==> src/hw/rtl/pahp_pkg.sv <==
`timescale 1ns / 1ps
`default_nettype none

package pahp_pkg;

    // Queue depth between the parser and the output stage
    localparam int unsigned FIFO_DEPTH_DEF = 2;

    localparam int unsigned TDATA_W   = 160;
    localparam int unsigned TUSER_W   = 2;
    localparam int unsigned CFG_IDX_W = 2;

    localparam logic [31:0] WAV_HDR_LEN = 32'd44;
    localparam logic [31:0] AU_HDR_LEN  = 32'd24;
    localparam logic [31:0] NO_SIZE     = 32'hffff_ffff;
    localparam logic [31:0] POS_MAX     = 32'hffff_ffff;

    typedef enum logic [2:0] {
        PH_HEADER = 3'b001,
        PH_BODY   = 3'b010,
        PH_DONE   = 3'b100
    } phase_t;

    typedef enum logic [1:0] {
        KIND_HEADER  = 2'd0,
        KIND_PAYLOAD = 2'd1,
        KIND_REJECT  = 2'd2
    } kind_t;

    typedef enum logic [1:0] {
        FMT_NONE = 2'd0,
        FMT_WAV  = 2'd1,
        FMT_AU   = 2'd2
    } fmt_t;

    typedef enum logic [CFG_IDX_W-1:0] {
        REG_IGNORE_SIZE_LIMIT  = 2'd0,
        REG_REQUIRE_LINEAR_PCM = 2'd1
    } cfg_reg_t;

    typedef struct packed {
        logic ignore_size_limit;
        logic require_linear_pcm;
    } cfg_t;

    typedef struct packed {
        logic [1:0]  kind;
        logic [1:0]  format;
        logic [31:0] channel_count;
        logic [31:0] rate_hz;
        logic [15:0] sample_bits;
        logic [31:0] au_encoding;
        logic        big_endian_samples;
        logic [31:0] payload_size;
        logic [7:0]  payload_byte;
        logic        last_payload;
    } result_t;

    // Fixed leading bytes of a linear PCM WAV header; bytes 4..7 are not checked
    function automatic logic [7:0] wav_sig_byte(input logic [4:0] idx);
        logic [7:0] v;
        begin
            case (idx)
                5'd0:    v = 8'h52; // R
                5'd1:    v = 8'h49; // I
                5'd2:    v = 8'h46; // F
                5'd3:    v = 8'h46; // F
                5'd8:    v = 8'h57; // W
                5'd9:    v = 8'h41; // A
                5'd10:   v = 8'h56; // V
                5'd11:   v = 8'h45; // E
                5'd12:   v = 8'h66; // f
                5'd13:   v = 8'h6d; // m
                5'd14:   v = 8'h74; // t
                5'd15:   v = 8'h20; // space
                5'd16:   v = 8'h10; // chunk size 16
                5'd20:   v = 8'h01; // format 1
                default: v = 8'h00;
            endcase
            return v;
        end
    endfunction

    function automatic logic [7:0] au_sig_byte(input logic [1:0] idx);
        logic [7:0] v;
        begin
            unique case (idx)
                2'd0:    v = 8'h2e; // .
                2'd1:    v = 8'h73; // s
                2'd2:    v = 8'h6e; // n
                2'd3:    v = 8'h64; // d
                default: v = 8'h00;
            endcase
            return v;
        end
    endfunction

    function automatic logic [15:0] au_bits(input logic [31:0] enc);
        logic [15:0] v;
        begin
            unique case (enc)
                32'd2:   v = 16'd8;
                32'd3:   v = 16'd16;
                32'd4:   v = 16'd24;
                32'd5:   v = 16'd32;
                default: v = 16'd0;
            endcase
            return v;
        end
    endfunction

    // Merge a little-endian byte into lane k of a word
    function automatic logic [31:0] le_put(input logic [31:0] acc, input logic [7:0] b,
                                           input logic [1:0] k);
        begin
            return acc | ({24'd0, b} << {k, 3'b000});
        end
    endfunction

endpackage

`default_nettype wire

==> src/hw/rtl/pcm_audio_header_parser.sv <==
// Result path: the queue is written on the edge that takes a result's byte, and the output
//   register then loads that result from the queue head and raises tvalid.
// Throughput: one byte per cycle sustained. While the master stalls, the queue and the output
//   register hold three results, then s_axis_tready drops until the queue frees an entry.
// Reset: rst_n is asynchronous, active low; it puts the parser in the header phase with all
//   fields zero, empties the queue and clears output valid and both configuration bits.
`timescale 1ns / 1ps
`default_nettype none

module pcm_audio_header_parser
    import pahp_pkg::*;
#(
    parameter int unsigned FIFO_DEPTH = FIFO_DEPTH_DEF
)
(
    input  wire logic                  clk,
    input  wire logic                  rst_n,

    // Byte stream in
    input  wire logic                  s_axis_tvalid,
    output logic                       s_axis_tready,
    input  wire logic [7:0]            s_axis_tdata,   // [7:0] file_byte
    input  wire logic                  s_axis_tlast,   // end_of_file

    // Result stream out
    output logic                       m_axis_tvalid,
    input  wire logic                  m_axis_tready,
    // [1:0] format, [33:2] channel_count, [65:34] rate_hz, [81:66] sample_bits,
    // [113:82] au_encoding, [114] big_endian_samples, [146:115] payload_size,
    // [154:147] payload_byte, [159:155] zero
    output logic [TDATA_W-1:0]         m_axis_tdata,
    output logic [TUSER_W-1:0]         m_axis_tuser,   // [1:0] kind
    output logic                       m_axis_tlast,   // last_payload

    // Configuration writes
    input  wire logic                  cfg_valid,
    output logic                       cfg_ready,
    input  wire logic [CFG_IDX_W-1:0]  cfg_index,
    input  wire logic                  cfg_data
);

    cfg_t    cfg_reg, cfg_next;
    logic    in_fire;
    logic    fifo_full;
    logic    push;
    result_t push_data;
    logic    pop;
    logic    head_valid;
    result_t head_data;

    // Configuration is taken every cycle; writes to an unknown index are dropped
    assign cfg_ready = 1'b1;

    always_comb
    begin
        cfg_next = cfg_reg;
        if (cfg_valid)
        begin
            unique case (cfg_index)
                REG_IGNORE_SIZE_LIMIT:  cfg_next.ignore_size_limit  = cfg_data;
                REG_REQUIRE_LINEAR_PCM: cfg_next.require_linear_pcm = cfg_data;
                default:
                begin
                end
            endcase
        end
    end

    always_ff @(posedge clk or negedge rst_n)
    begin
        if (!rst_n)
            cfg_reg <= '0;
        else
            cfg_reg <= cfg_next;
    end

    // Hold off the source only when the queue is full
    assign s_axis_tready = !fifo_full;
    assign in_fire       = s_axis_tvalid && s_axis_tready;

    // Front: parse each byte, update header state, produce at most one result
    pahp_front u_front
    (
        .clk       (clk),
        .rst_n     (rst_n),
        .cfg       (cfg_reg),
        .in_fire   (in_fire),
        .in_byte   (s_axis_tdata),
        .in_eof    (s_axis_tlast),
        .push      (push),
        .push_data (push_data)
    );

    // Queue: decouple the parser from a stalled master
    pahp_fifo #(
        .DEPTH (FIFO_DEPTH)
    ) u_fifo
    (
        .clk        (clk),
        .rst_n      (rst_n),
        .push       (push),
        .push_data  (push_data),
        .full       (fifo_full),
        .pop        (pop),
        .head_valid (head_valid),
        .head_data  (head_data)
    );

    // Back: register the beat and pack it onto the master side
    pahp_back u_back
    (
        .clk           (clk),
        .rst_n         (rst_n),
        .head_valid    (head_valid),
        .head_data     (head_data),
        .pop           (pop),
        .m_axis_tvalid (m_axis_tvalid),
        .m_axis_tready (m_axis_tready),
        .m_axis_tdata  (m_axis_tdata),
        .m_axis_tuser  (m_axis_tuser),
        .m_axis_tlast  (m_axis_tlast)
    );

endmodule

`default_nettype wire

==> src/hw/rtl/pahp_front.sv <==
`timescale 1ns / 1ps
`default_nettype none

module pahp_front
    import pahp_pkg::*;
(
    input  wire logic    clk,
    input  wire logic    rst_n,
    input  wire cfg_t    cfg,
    input  wire logic    in_fire,
    input  wire logic [7:0] in_byte,
    input  wire logic    in_eof,
    output logic         push,
    output result_t      push_data
);

    phase_t      phase_reg, phase_next;
    logic [1:0]  fmt_reg, fmt_next;
    logic [31:0] pos_reg, pos_next;
    logic [31:0] chan_reg, chan_next;
    logic [31:0] rate_reg, rate_next;
    logic [15:0] bits_reg, bits_next;
    logic [31:0] enc_reg, enc_next;
    logic [31:0] size_reg, size_next;
    logic [31:0] offs_reg, offs_next;
    logic [31:0] ext_reg, ext_next;

    logic        reject;
    logic        hdr_done;
    logic        limited;
    logic [31:0] bits_wide;

    always_comb
    begin
        phase_next = phase_reg;
        fmt_next   = fmt_reg;
        pos_next   = pos_reg;
        chan_next  = chan_reg;
        rate_next  = rate_reg;
        bits_next  = bits_reg;
        enc_next   = enc_reg;
        size_next  = size_reg;
        offs_next  = offs_reg;
        ext_next   = ext_reg;
        reject     = 1'b0;
        hdr_done   = 1'b0;
        limited    = 1'b0;
        bits_wide  = 32'd0;
        push       = 1'b0;
        push_data  = '0;

        if (in_fire)
        begin
            unique case (phase_reg)
                PH_HEADER:
                begin
                    if (pos_reg == 32'd0)
                    begin
                        if (in_byte == wav_sig_byte(5'd0))
                            fmt_next = FMT_WAV;
                        else if (in_byte == au_sig_byte(2'd0))
                            fmt_next = FMT_AU;
                        else
                            reject = 1'b1;
                    end
                    else if (fmt_reg == FMT_WAV)
                    begin
                        if (pos_reg < 32'd22 && (pos_reg < 32'd4 || pos_reg > 32'd7)
                            && in_byte != wav_sig_byte(pos_reg[4:0]))
                            reject = 1'b1;
                        else if (pos_reg == 32'd22 || pos_reg == 32'd23)
                            chan_next = le_put(chan_reg, in_byte, {1'b0, pos_reg[0]});
                        else if (pos_reg >= 32'd24 && pos_reg <= 32'd27)
                            rate_next = le_put(rate_reg, in_byte, pos_reg[1:0]);
                        else if (pos_reg == 32'd34 || pos_reg == 32'd35)
                        begin
                            bits_wide = le_put({16'd0, bits_reg}, in_byte,
                                               {1'b0, pos_reg[0]});
                            bits_next = bits_wide[15:0];
                        end
                        else if (pos_reg >= 32'd40 && pos_reg <= 32'd43)
                            size_next = le_put(size_reg, in_byte, pos_reg[1:0]);

                        if (!reject && pos_reg == WAV_HDR_LEN - 32'd1)
                        begin
                            hdr_done                     = 1'b1;
                            push                         = 1'b1;
                            push_data.kind               = KIND_HEADER;
                            push_data.format             = FMT_WAV;
                            push_data.channel_count      = chan_next;
                            push_data.rate_hz            = rate_next;
                            push_data.sample_bits        = bits_next;
                            push_data.payload_size       = size_next;
                            offs_next                    = WAV_HDR_LEN;
                            phase_next                   = PH_BODY;
                        end
                    end
                    else
                    begin
                        if (pos_reg < 32'd4)
                        begin
                            if (in_byte != au_sig_byte(pos_reg[1:0]))
                                reject = 1'b1;
                        end
                        else if (pos_reg < 32'd8)
                            offs_next = {offs_reg[23:0], in_byte};
                        else if (pos_reg < 32'd12)
                            size_next = {size_reg[23:0], in_byte};
                        else if (pos_reg < 32'd16)
                            enc_next = {enc_reg[23:0], in_byte};
                        else if (pos_reg < 32'd20)
                            rate_next = {rate_reg[23:0], in_byte};
                        else
                            chan_next = {chan_reg[23:0], in_byte};

                        if (!reject && pos_reg == AU_HDR_LEN - 32'd1)
                        begin
                            bits_next = au_bits(enc_next);
                            if (size_next == NO_SIZE)
                                size_next = 32'd0;
                            if (offs_next < AU_HDR_LEN)
                                offs_next = AU_HDR_LEN;
                            if (cfg.require_linear_pcm && bits_next == 16'd0)
                                reject = 1'b1;
                            else
                            begin
                                hdr_done                     = 1'b1;
                                push                         = 1'b1;
                                push_data.kind               = KIND_HEADER;
                                push_data.format             = FMT_AU;
                                push_data.channel_count      = chan_next;
                                push_data.rate_hz            = rate_next;
                                push_data.sample_bits        = bits_next;
                                push_data.au_encoding        = enc_next;
                                push_data.big_endian_samples = 1'b1;
                                push_data.payload_size       = size_next;
                                phase_next                   = PH_BODY;
                            end
                        end
                    end

                    // Short header: file ends before the header is complete
                    if (!reject && !hdr_done && in_eof)
                        reject = 1'b1;

                    if (reject)
                    begin
                        push           = 1'b1;
                        push_data      = '0;
                        push_data.kind = KIND_REJECT;
                        phase_next     = PH_DONE;
                    end
                end

                PH_BODY:
                begin
                    if (pos_reg >= offs_reg)
                    begin
                        limited = (size_reg != 32'd0) && !cfg.ignore_size_limit;
                        if (!limited || ext_reg < size_reg)
                        begin
                            if (ext_reg != POS_MAX)
                                ext_next = ext_reg + 32'd1;
                            push                   = 1'b1;
                            push_data.kind         = KIND_PAYLOAD;
                            push_data.format       = fmt_reg;
                            push_data.payload_byte = in_byte;
                            push_data.last_payload = in_eof
                                                     || (limited && ext_next == size_reg);
                        end
                    end
                end

                PH_DONE:
                begin
                    // drop bytes until end of file
                end

                default:
                begin
                end
            endcase

            if (pos_reg != POS_MAX)
                pos_next = pos_reg + 32'd1;

            // End of file: start the next file from clean state
            if (in_eof)
            begin
                phase_next = PH_HEADER;
                fmt_next   = FMT_NONE;
                pos_next   = 32'd0;
                chan_next  = 32'd0;
                rate_next  = 32'd0;
                bits_next  = 16'd0;
                enc_next   = 32'd0;
                size_next  = 32'd0;
                offs_next  = 32'd0;
                ext_next   = 32'd0;
            end
        end
    end

    always_ff @(posedge clk or negedge rst_n)
    begin
        if (!rst_n)
        begin
            phase_reg <= PH_HEADER;
            fmt_reg   <= FMT_NONE;
            pos_reg   <= 32'd0;
            chan_reg  <= 32'd0;
            rate_reg  <= 32'd0;
            bits_reg  <= 16'd0;
            enc_reg   <= 32'd0;
            size_reg  <= 32'd0;
            offs_reg  <= 32'd0;
            ext_reg   <= 32'd0;
        end
        else
        begin
            phase_reg <= phase_next;
            fmt_reg   <= fmt_next;
            pos_reg   <= pos_next;
            chan_reg  <= chan_next;
            rate_reg  <= rate_next;
            bits_reg  <= bits_next;
            enc_reg   <= enc_next;
            size_reg  <= size_next;
            offs_reg  <= offs_next;
            ext_reg   <= ext_next;
        end
    end

endmodule

`default_nettype wire

==> src/hw/rtl/pahp_fifo.sv <==
`timescale 1ns / 1ps
`default_nettype none

module pahp_fifo
    import pahp_pkg::*;
#(
    parameter int unsigned DEPTH = FIFO_DEPTH_DEF
)
(
    input  wire logic    clk,
    input  wire logic    rst_n,
    input  wire logic    push,
    input  wire result_t push_data,
    output logic         full,
    input  wire logic    pop,
    output logic         head_valid,
    output result_t      head_data
);

    localparam int unsigned PTR_W = (DEPTH > 1) ? $clog2(DEPTH) : 1;
    localparam int unsigned CNT_W = $clog2(DEPTH + 1);

    result_t            mem_reg [DEPTH];
    logic [PTR_W-1:0]   wr_ptr_reg, wr_ptr_next;
    logic [PTR_W-1:0]   rd_ptr_reg, rd_ptr_next;
    logic [CNT_W-1:0]   cnt_reg, cnt_next;
    logic               do_push;
    logic               do_pop;

    assign full       = (cnt_reg == CNT_W'(DEPTH));
    assign head_valid = (cnt_reg != '0);
    assign head_data  = mem_reg[rd_ptr_reg];
    assign do_push    = push && !full;
    assign do_pop     = pop && head_valid;

    always_comb
    begin
        wr_ptr_next = wr_ptr_reg;
        rd_ptr_next = rd_ptr_reg;
        cnt_next    = cnt_reg;
        if (do_push)
            wr_ptr_next = (wr_ptr_reg == PTR_W'(DEPTH - 1)) ? '0 : wr_ptr_reg + 1'b1;
        if (do_pop)
            rd_ptr_next = (rd_ptr_reg == PTR_W'(DEPTH - 1)) ? '0 : rd_ptr_reg + 1'b1;
        if (do_push && !do_pop)
            cnt_next = cnt_reg + 1'b1;
        else if (do_pop && !do_push)
            cnt_next = cnt_reg - 1'b1;
    end

    always_ff @(posedge clk or negedge rst_n)
    begin
        if (!rst_n)
        begin
            wr_ptr_reg <= '0;
            rd_ptr_reg <= '0;
            cnt_reg    <= '0;
        end
        else
        begin
            wr_ptr_reg <= wr_ptr_next;
            rd_ptr_reg <= rd_ptr_next;
            cnt_reg    <= cnt_next;
        end
    end

    always_ff @(posedge clk)
    begin
        if (do_push)
            mem_reg[wr_ptr_reg] <= push_data;
    end

endmodule

`default_nettype wire

==> src/hw/rtl/pahp_back.sv <==
`timescale 1ns / 1ps
`default_nettype none

module pahp_back
    import pahp_pkg::*;
(
    input  wire logic              clk,
    input  wire logic              rst_n,
    input  wire logic              head_valid,
    input  wire result_t           head_data,
    output logic                   pop,
    output logic                   m_axis_tvalid,
    input  wire logic              m_axis_tready,
    output logic [TDATA_W-1:0]     m_axis_tdata,
    output logic [TUSER_W-1:0]     m_axis_tuser,
    output logic                   m_axis_tlast
);

    logic    valid_reg, valid_next;
    result_t data_reg;
    logic    take;

    // Load a new beat when the register is empty or its beat leaves this cycle
    assign take = !valid_reg || m_axis_tready;
    assign pop  = head_valid && take;

    always_comb
    begin
        valid_next = valid_reg;
        if (take)
            valid_next = head_valid;
    end

    always_ff @(posedge clk or negedge rst_n)
    begin
        if (!rst_n)
            valid_reg <= 1'b0;
        else
            valid_reg <= valid_next;
    end

    always_ff @(posedge clk)
    begin
        if (pop)
            data_reg <= head_data;
    end

    assign m_axis_tvalid = valid_reg;
    assign m_axis_tuser  = data_reg.kind;
    assign m_axis_tlast  = data_reg.last_payload;
    assign m_axis_tdata  = {5'd0,
                            data_reg.payload_byte,
                            data_reg.payload_size,
                            data_reg.big_endian_samples,
                            data_reg.au_encoding,
                            data_reg.sample_bits,
                            data_reg.rate_hz,
                            data_reg.channel_count,
                            data_reg.format};

endmodule

`default_nettype wire
==> config.mk <==
export PLATFORM = sky130hd
export DESIGN_NAME = pcm_audio_header_parser
export DESIGN_NICKNAME = d
export VERILOG_FILES = /design/src/hw/rtl/pahp_pkg.sv /design/src/hw/rtl/pcm_audio_header_parser.sv /design/src/hw/rtl/pahp_front.sv /design/src/hw/rtl/pahp_fifo.sv /design/src/hw/rtl/pahp_back.sv
export SDC_FILE = /design/constraint.sdc
export NUM_CORES = 1
export LEC_CHECK = 0
export CAP_MARGIN = 20
export CORE_MARGIN = 4
export CORE_UTILIZATION = 64
export CTS_CLUSTER_DIAMETER = 40
export DETAILED_ROUTE_END_ITERATION = 10
export DONT_BUFFER_PORTS = 1
export GPL_TIMING_DRIVEN = 0
export PLACE_DENSITY = 0.8
export SETUP_SLACK_MARGIN = 0.3
export SLEW_MARGIN = 20
export SYNTH_ARGS = -nofsm -noshare
export SYNTH_HDL_FRONTEND = slang
export SYNTH_HIERARCHICAL = 1
export SYNTH_SLANG_ARGS = --single-unit
==> constraint.sdc <==
create_clock -name clk -period 12.3 [get_ports clk]
set_input_delay 1.23 -clock clk [delete_from_list [all_inputs] [get_ports clk]]
set_output_delay 1.23 -clock clk [all_outputs]
set_load 0.02 [all_outputs]
Yosys cells after proc, flatten, opt, wreduce, memory -nomap -nowiden
Memories as Yosys holds them, arrays and structs flattened. A register that Yosys moved wholly into a read port is not among the register bits.
Index checks and enable logic that the tools add are counted.
{"block": "totals", "ff_bits": 252, "ram_bits": 316, "mem_bits_ro": 224, "input_bits": 17, "n_memories": 2}
{"memory": "u_fifo.mem_reg", "words": 2, "word_bits": 158, "read_ports": 1, "rd_ports_with_merged_regs": 1, "write_ports": 1, "line": "pahp_fifo.sv:23", "rtl": "result_t mem_reg [DEPTH];"}
{"memory": "(no name shown)", "words": 32, "word_bits": 7, "read_ports": 1, "rd_ports_with_merged_regs": 0, "write_ports": 0, "line": "pahp_pkg.sv:63", "rtl": "case (idx)"}
{"block": "op_classes", "addsub": 6, "order_cmp": 14, "n_eq_ne": 31, "shift": 2, "muxes": 172, "n_bitwise": 4, "reduce_logical": 59}
{"op": "$mux 32", "n": 79}
{"op": "$mux 158", "n": 2}
{"op": "$mux 149", "n": 2}
{"op": "$mux 16", "n": 14}
{"op": "$mux 147", "n": 1}
{"op": "$mux 145", "n": 1}
{"op": "$lt 32x5->1 const B", "n": 4}
{"op": "$eq 32x6->1 const B", "n": 3}
{"op": "$or 32x32->32", "n": 3}
{"op": "$mux 84", "n": 1}
{"op": "$mux 81", "n": 1}
{"op": "$mux 8", "n": 9}
{"op": "$add 32x1->32 const B", "n": 2}
{"op": "$eq 32x2->1 const B", "n": 2}
{"op": "$eq 32x3->1 const B", "n": 2}
{"op": "$eq 32x5->1 const B", "n": 2}
{"op": "$lt 32x4->1 const B", "n": 2}
{"op": "$ne 32x32->1 const B", "n": 2}
{"op": "$mux 1", "n": 37}
{"op": "$mux 33", "n": 1}
{"op": "$eq 32x32->1", "n": 1}
{"op": "$eq 32x32->1 const B", "n": 1}
{"op": "$ge 32x32->1", "n": 1}
{"op": "$ge 32x5->1 const B", "n": 1}
{"op": "other kinds (46)", "n": 114}

Logic depth before layout (Yosys ltp)
{"block": "logic_depth", "depth_word": 43, "ltp_mapped": 19}

Hierarchy
Netlist, hierarchy kept.
{"mod": "pahp_front", "instances": 1, "cells_per_inst": 2052, "area_per_inst_um2": 17030.1, "seq_area_each_um2": 6132.1}
{"mod": "pahp_fifo", "instances": 1, "cells_per_inst": 511, "area_per_inst_um2": 12022.8, "seq_area_each_um2": 9589.2}
{"mod": "pahp_back", "instances": 1, "cells_per_inst": 168, "area_per_inst_um2": 4829.6, "seq_area_each_um2": 4769.6}
{"mod": "pcm_audio_header_parser", "instances": 1, "cells_per_inst": 10, "area_per_inst_um2": 108.9, "seq_area_each_um2": 50.0}

Worst setup path before layout
Ideal clock, no wire load.
{"block": "synth_timing", "path_kind": "in2reg", "start": "input port s_axis_tdata[3]", "end": "memory u_fifo/mem_reg[0][0] in the netlist's numbering, enable pin", "t_arrival_ps": 9686, "required_ps": 11622, "setup_slack_ps": 1936, "cell_stages": 11, "n_path_buf": 1, "path_cell_list": "clkbuf_1 > or2_2 > or4_1 > a21oi_1 > mux2i_1 > o31ai_1 > and3_1 > o41ai_1 > nand2_1 > nand2_1 > nor2_1"}
{"block": "synth_between", "elab_chain_len": 35, "elab_cells_between_ends": 68, "classes_between": "eq/ne (8); mux (48); reduce/logical (12)"}
{"element": "start, declared", "line": "pcm_audio_header_parser.sv:22", "rtl": "input wire logic [7:0] s_axis_tdata,"}
{"element": "$mux 32", "line": "pahp_front.sv:109", "rtl": "else if (pos_reg < 32'd16)"}
{"element": "$mux 32", "line": "pahp_front.sv:107", "rtl": "else if (pos_reg < 32'd12)"}
{"element": "$mux 32", "line": "pahp_front.sv:105", "rtl": "else if (pos_reg < 32'd8)"}
{"element": "$mux 32", "line": "pahp_front.sv:100", "rtl": "if (pos_reg < 32'd4)"}
{"element": "$mux 32", "line": "pahp_front.sv:66", "rtl": "else if (fmt_reg == FMT_WAV)"}
{"element": "$mux 32", "line": "pahp_front.sv:57", "rtl": "if (pos_reg == 32'd0)"}
{"element": "$mux 32", "line": "pahp_front.sv:54", "rtl": "unique case (phase_reg)"}
{"element": "$mux 32", "line": "pahp_front.sv:52", "rtl": "if (in_fire)"}
{"element": "[20 not listed]"}
{"element": "$mux 1", "line": "pahp_front.sv:52"}
{"element": "$mux 1 (*)", "line": "pahp_front.sv:146", "rtl": "if (reject)"}
{"element": "$pmux 1 s2 (*)", "line": "pahp_front.sv:54"}
{"element": "$mux 1 (*)", "line": "pahp_front.sv:52"}
{"element": "named net push", "line": "pcm_audio_header_parser.sv:45", "rtl": "logic push;"}
{"element": "$logic_and 1x1->1 (*)", "line": "pahp_fifo.sv:33", "rtl": "assign do_push = push && !full;"}
{"element": "$mux 1 (*)", "line": "pahp_fifo.sv:69", "rtl": "if (do_push)"}
{"element": "$mux 1 (not written as such) (*)", "line": "pahp_fifo.sv:70", "rtl": "mem_reg[wr_ptr_reg] <= push_data;"}
{"element": "end, declared", "line": "pahp_fifo.sv:23"}
The timed path passes the listed nets; every way through them passes the cells marked *. The select of a mux whose other input is x is not followed.

Worst setup path in the final report
{"block": "layout_timing", "start": "register u_front.pos_reg[0]", "end": "register u_front.chan_reg[28]"}
{"block": "layout_between", "elab_chain_len": 12, "elab_cells_between_ends": 35, "classes_between": "order compare (7); eq/ne (4); shift (1); mux (15); bitwise (1); reduce/logical (6); memory (1)"}
{"element": "start, declared", "line": "pahp_front.sv:19", "rtl": "logic [31:0] pos_reg, pos_next;"}
{"element": "start signal, assigned", "line": "pahp_front.sv:223", "rtl": "pos_reg <= pos_next;"}
{"element": "$mem_v2 32x7"}
{"element": "$mux 8", "line": "pahp_front.sv:66"}
{"element": "$mux 8", "line": "pahp_front.sv:57"}
{"element": "$mux 8", "line": "pahp_front.sv:54"}
{"element": "$mux 8", "line": "pahp_front.sv:52"}
{"element": "$ne 8x8->1", "line": "pahp_front.sv:69", "rtl": "&& in_byte != wav_sig_byte(pos_reg[4:0]))"}
{"element": "$logic_and 1x1->1", "line": "pahp_front.sv:69"}
{"element": "$mux 32", "line": "pahp_front.sv:68", "rtl": "if (pos_reg < 32'd22 && (pos_reg < 32'd4 || pos_reg > 32'd7)"}
{"element": "$mux 32", "line": "pahp_front.sv:66"}
{"element": "$mux 32", "line": "pahp_front.sv:57"}
{"element": "$mux 32", "line": "pahp_front.sv:54"}
{"element": "$mux 32", "line": "pahp_front.sv:188", "rtl": "if (in_eof)"}
{"element": "end signal, assigned", "line": "pahp_front.sv:224", "rtl": "chan_reg <= chan_next;"}
{"element": "end, declared", "line": "pahp_front.sv:20", "rtl": "logic [31:0] chan_reg, chan_next;"}
Several ways; a longest one is shown, not always the timed one. The select of a mux whose other input is x is not followed.
A chain may end at the register's enable or synchronous reset.

==> flow_summary_export.csv <==
group,metric,value,unit
yosys,synth_edf_count,474,
setup_path,crit_fanout,10,
setup_path,rrSetupSlack,6.95,ns
final_layout,largest_reg_flops,316,
timing,fmax,0.187,GHz
final_layout,multi_input_area,12100,um2
flow_run,maxCapViolCount,0,
global_route,grt_pass1_wl,145000,um
clock_tree,cts.root.buffer_cell,"clkbuf_16",
timing,setup_viol,0,
global_route,gr-usage-all-layers,0.330,
setup_path,r2r_start,"u_front/pos_reg[0]$_DFFE_PN0P_",
setup_path,critPathArrivalTime,5.87,ns
power,peakVddDrop,0.216,mV
floorplanning,fp.dieW,238,um
setup_path,cp-startpoint,"u_front/pos_reg[0]$_DFFE_PN0P_",
placed_design,dp_cells,3446,
yosys,synthFlopType,"edfxtp_1",
timing,tns,0,ns
timing,drv_slew,0,
placed_design,port_buffers,0,
setup_path,slowest_delay,0.89,ns
detailed_routing,drt_wl_total,95500,um
yosys,yosysWarningCount,6,
clock_tree,clock_latency,0.64,ns
detailed_routing,via_per_inst,6.77,
final_layout,layout.cells.non_filler,3624,
timing,finClkSkew,0.0250,ns
outcome,status,"finished clean",
final_layout,layout.nets,2944,
timing,relSlewSlack,0.251,
placed_design,postPlaceCellArea,35200,um2
detailed_routing,drc,0,
detailed_routing,drt-initial-drc-count,3095,
setup_path,worstPathCellList,"clkbuf_1, clkbuf_1, inv_1, ha_1, a31oi_1, nor2_1, nor2_1, o21ai_0, clkbuf_1, buf_1, a22o_1",
power,power.total,7.95,mW
setup_path,crit_path_start_kind,"flop",
yosys,synth_cell_type_count,81,
timing,worst_pin_slew,1.12,ns
clock_tree,cts.clk_slew.worst_paths,0.06,ns
setup_path,path_buf_inv,5,
clock_tree,postCtsHoldBufs,0,
floorplanning,dieArea,56900,um2
setup_path,endpoint,"u_front/chan_reg[28]$_DFFE_PN0P_",
placed_design,gp_congestion,0.947,
yosys,syn_area,34000,um2
timing,holdWs,0.293,ns
placed_design,hpwl,63100,um
final_layout,fillers,3284,
yosys,synth-seq-cells,726,
final_layout,final_util,0.733,
floorplanning,io_pins,183,
floorplanning,core_area,52600,um2
global_route,antenna_found_initial,6,
clock_tree,clkSinkCount,726,
timing,grt_setup_unrepaired,"no",
yosys,synth_cells,2741,
clock_tree,cts_tree,"done",
setup_path,worstPathRequired,12.82,ns
timing,period_minus_slack,5.35,ns
final_layout,diodes,0,
final_layout,final_cell_area,38500,um2
detailed_routing,vias,24500,
detailed_routing,ant_nets,0,
clock_tree,ctsLongestPathBuffers,3,
floorplanning,start_util,0.647,
clock_tree,ctsResizeCount,0,
setup_path,cp_slowest_cell,"nor2_1",
timing,finalCritPeriodShare,0.435,
timing,setup_ws,6.95,ns
power,power_density,207,nW/um2
detailed_routing,wire_per_inst,26.4,um
power,p_leak,14.6,nW
final_layout,seq_area,20500,um2
global_route,grt_max_degree,253,
clock_tree,numCtsBuffers,94,
final_layout,syn2layout_area_growth,13.3,%
detailed_routing,dr.pass1.iters,8,
global_route,grt_pass1_vias,24200,
clock_tree,cts_setup_buffers,0,
hold_path,hold_class,"input pin to asynchronous set/reset pin",
global_route,overflow,0,
setup_path,r2r-end,"u_front/chan_reg[28]$_DFFE_PN0P_",
setup_path,r2r_cells,11,
setup_path,critical_path.most_common_cell,"clkbuf_1",
setup_path,crit_family,"buffers and inverters",
setup_path,critPathKind,"flop to flop",
yosys,synthArstFlopShare,0.347,
floorplanning,fp.dieH,238,um
placed_design,post-place-ws,6.94,ns
setup_path,crit_cells,11,
timing,finalHoldViolCount,0,
clock_tree,htreeDepth,3,
floorplanning,rows,84,
final_layout,layout-drive-gt1-share,0.150,
yosys,syn_area_per_cell,12.4,um2
setup_path,worstSetupEndpointType,"flop",
yosys,ys_seq_area_frac,0.604,
where the power goes:
part | total (mW) | switching [mW] | internal (mW)
sequential | 3.62 | 0.460 | 3.16
clock | 2.82 | 1.11 | 1.71
combinational | 1.51 | 0.936 | 0.575
total | 7.95 | 2.51 | 5.45
metal layers:
| layer | GRT usage | up-vias | wire length (um) |
|---|---|---|---|
| met5 | 0 | - | 27 |
| met4 | 0.158 | 4 | 5180 |
| met3 | 0.0633 | 390 | 9290 |
| met2 | 0.535 | 1700 | 45600 |
| met1 | 0.435 | 12000 | 35400 |
| li1 | - | 10400 | - |
synthesized netlist by cell type (5+ instances only):
library cell	n	area, um2
o21ai_0	100	500
buf_1	7	26.3
a21oi_1	235	1180
a22o_1	105	920
nor4_1	41	257
o2111ai_1	7	61.3
ha_1	73	913
clkbuf_2	8	40.0
inv_1	98	368
nand3_1	37	185
o22ai_1	70	438
nor2_1	153	574
nand3b_1	8	60.1
nor3_1	32	160
mux2i_1	59	591
nand4_1	47	294
or4_1	9	67.6
and3_1	26	163
buf_6	20	225
or3_1	21	131
and2_1	23	144
clkbuf_1	130	488
buf_2	35	175
xor2_1	30	263
dfrtp_1	251	6280
edfxtp_1	474	14200
mux2_2	65	732
and4_1	6	52.6
a31oi_1	32	200
xnor2_1	48	420
buf_4	9	67.6
a211oi_1	5	37.5
nand2_1	168	631
o31ai_1	7	52.6
a22oi_1	30	225
a21o_1	10	75.1
nor2b_1	49	307
nand2b_1	36	225
mux2_4	101	1520
placed cells by master (no fill, tap or decap), types with 100 or more instances in the layout:
cell,count
edfxtp_1,474
dfrtp_1,251
a21oi_1,235
nand2_1,168
nor2_1,152
clkbuf_1,137
a22o_1,105
mux2_4,101
o21ai_0,100
how the worst min path moves through the flow:
stage / start / to / slack [ns] / cells past startpoint
floorplan: u_fifo/cnt_reg[1]$_DFFE_PN0P_ / u_fifo/cnt_reg[1]$_DFFE_PN0P_ / 0.46 / 1
global placement: u_fifo/cnt_reg[1]$_DFFE_PN0P_ / u_fifo/cnt_reg[1]$_DFFE_PN0P_ / 0.47 / 1
detailed placement: u_fifo/cnt_reg[1]$_DFFE_PN0P_ / u_fifo/cnt_reg[1]$_DFFE_PN0P_ / 0.48 / 1
CTS: rst_n / u_front/ext_reg[18]$_DFFE_PN0P_ / 0.27 / 0
global route: rst_n / u_front/ext_reg[11]$_DFFE_PN0P_ / 0.27 / 0
finish: rst_n / u_front/ext_reg[18]$_DFFE_PN0P_ / 0.29 / 0
area by class of cell:
| class | count | area share |
|---|---|---|
| sequential | 726 | 0.533 |
| timing repair buffer | 13 | 0.00793 |
| clock buffer | 111 | 0.0665 |
| tap | 688 | 0.0224 |
| clock inverter | 67 | 0.0195 |
| multi-input combinational | 1711 | 0.314 |
| buffer | 209 | 0.0265 |
| inverter | 99 | 0.00965 |
worst reg2reg max path, cell delays in order, from the launching register on:
cell and delay, ns:
dfrtp_1 0.49, clkbuf_1 0.33, clkbuf_1 0.34, inv_1 0.31, ha_1 0.38, a31oi_1 0.72, nor2_1 0.31, nor2_1 0.89
o21ai_0 0.50, clkbuf_1 0.38, buf_1 0.31, a22o_1 0.27
logic make-up (layout without fill, tap and decap cells):
logic type / Yosys count / in the layout / share of synthesized area
DFF: 726 / 726 / 0.604
AOI/OAI and AO/OA: 648 / 648 / 0.121
muxes: 225 / 225 / 0.0835
other: 2 / 6 / 0.000221
adders and majority gates: 73 / 73 / 0.0269
and+or+nand+nor: 681 / 681 / 0.103
buffers and inverters: 308 / 499 / 0.0410
xor gates and xnor gates: 78 / 78 / 0.0201
Note: power is estimated with default switching activity, not from simulation.
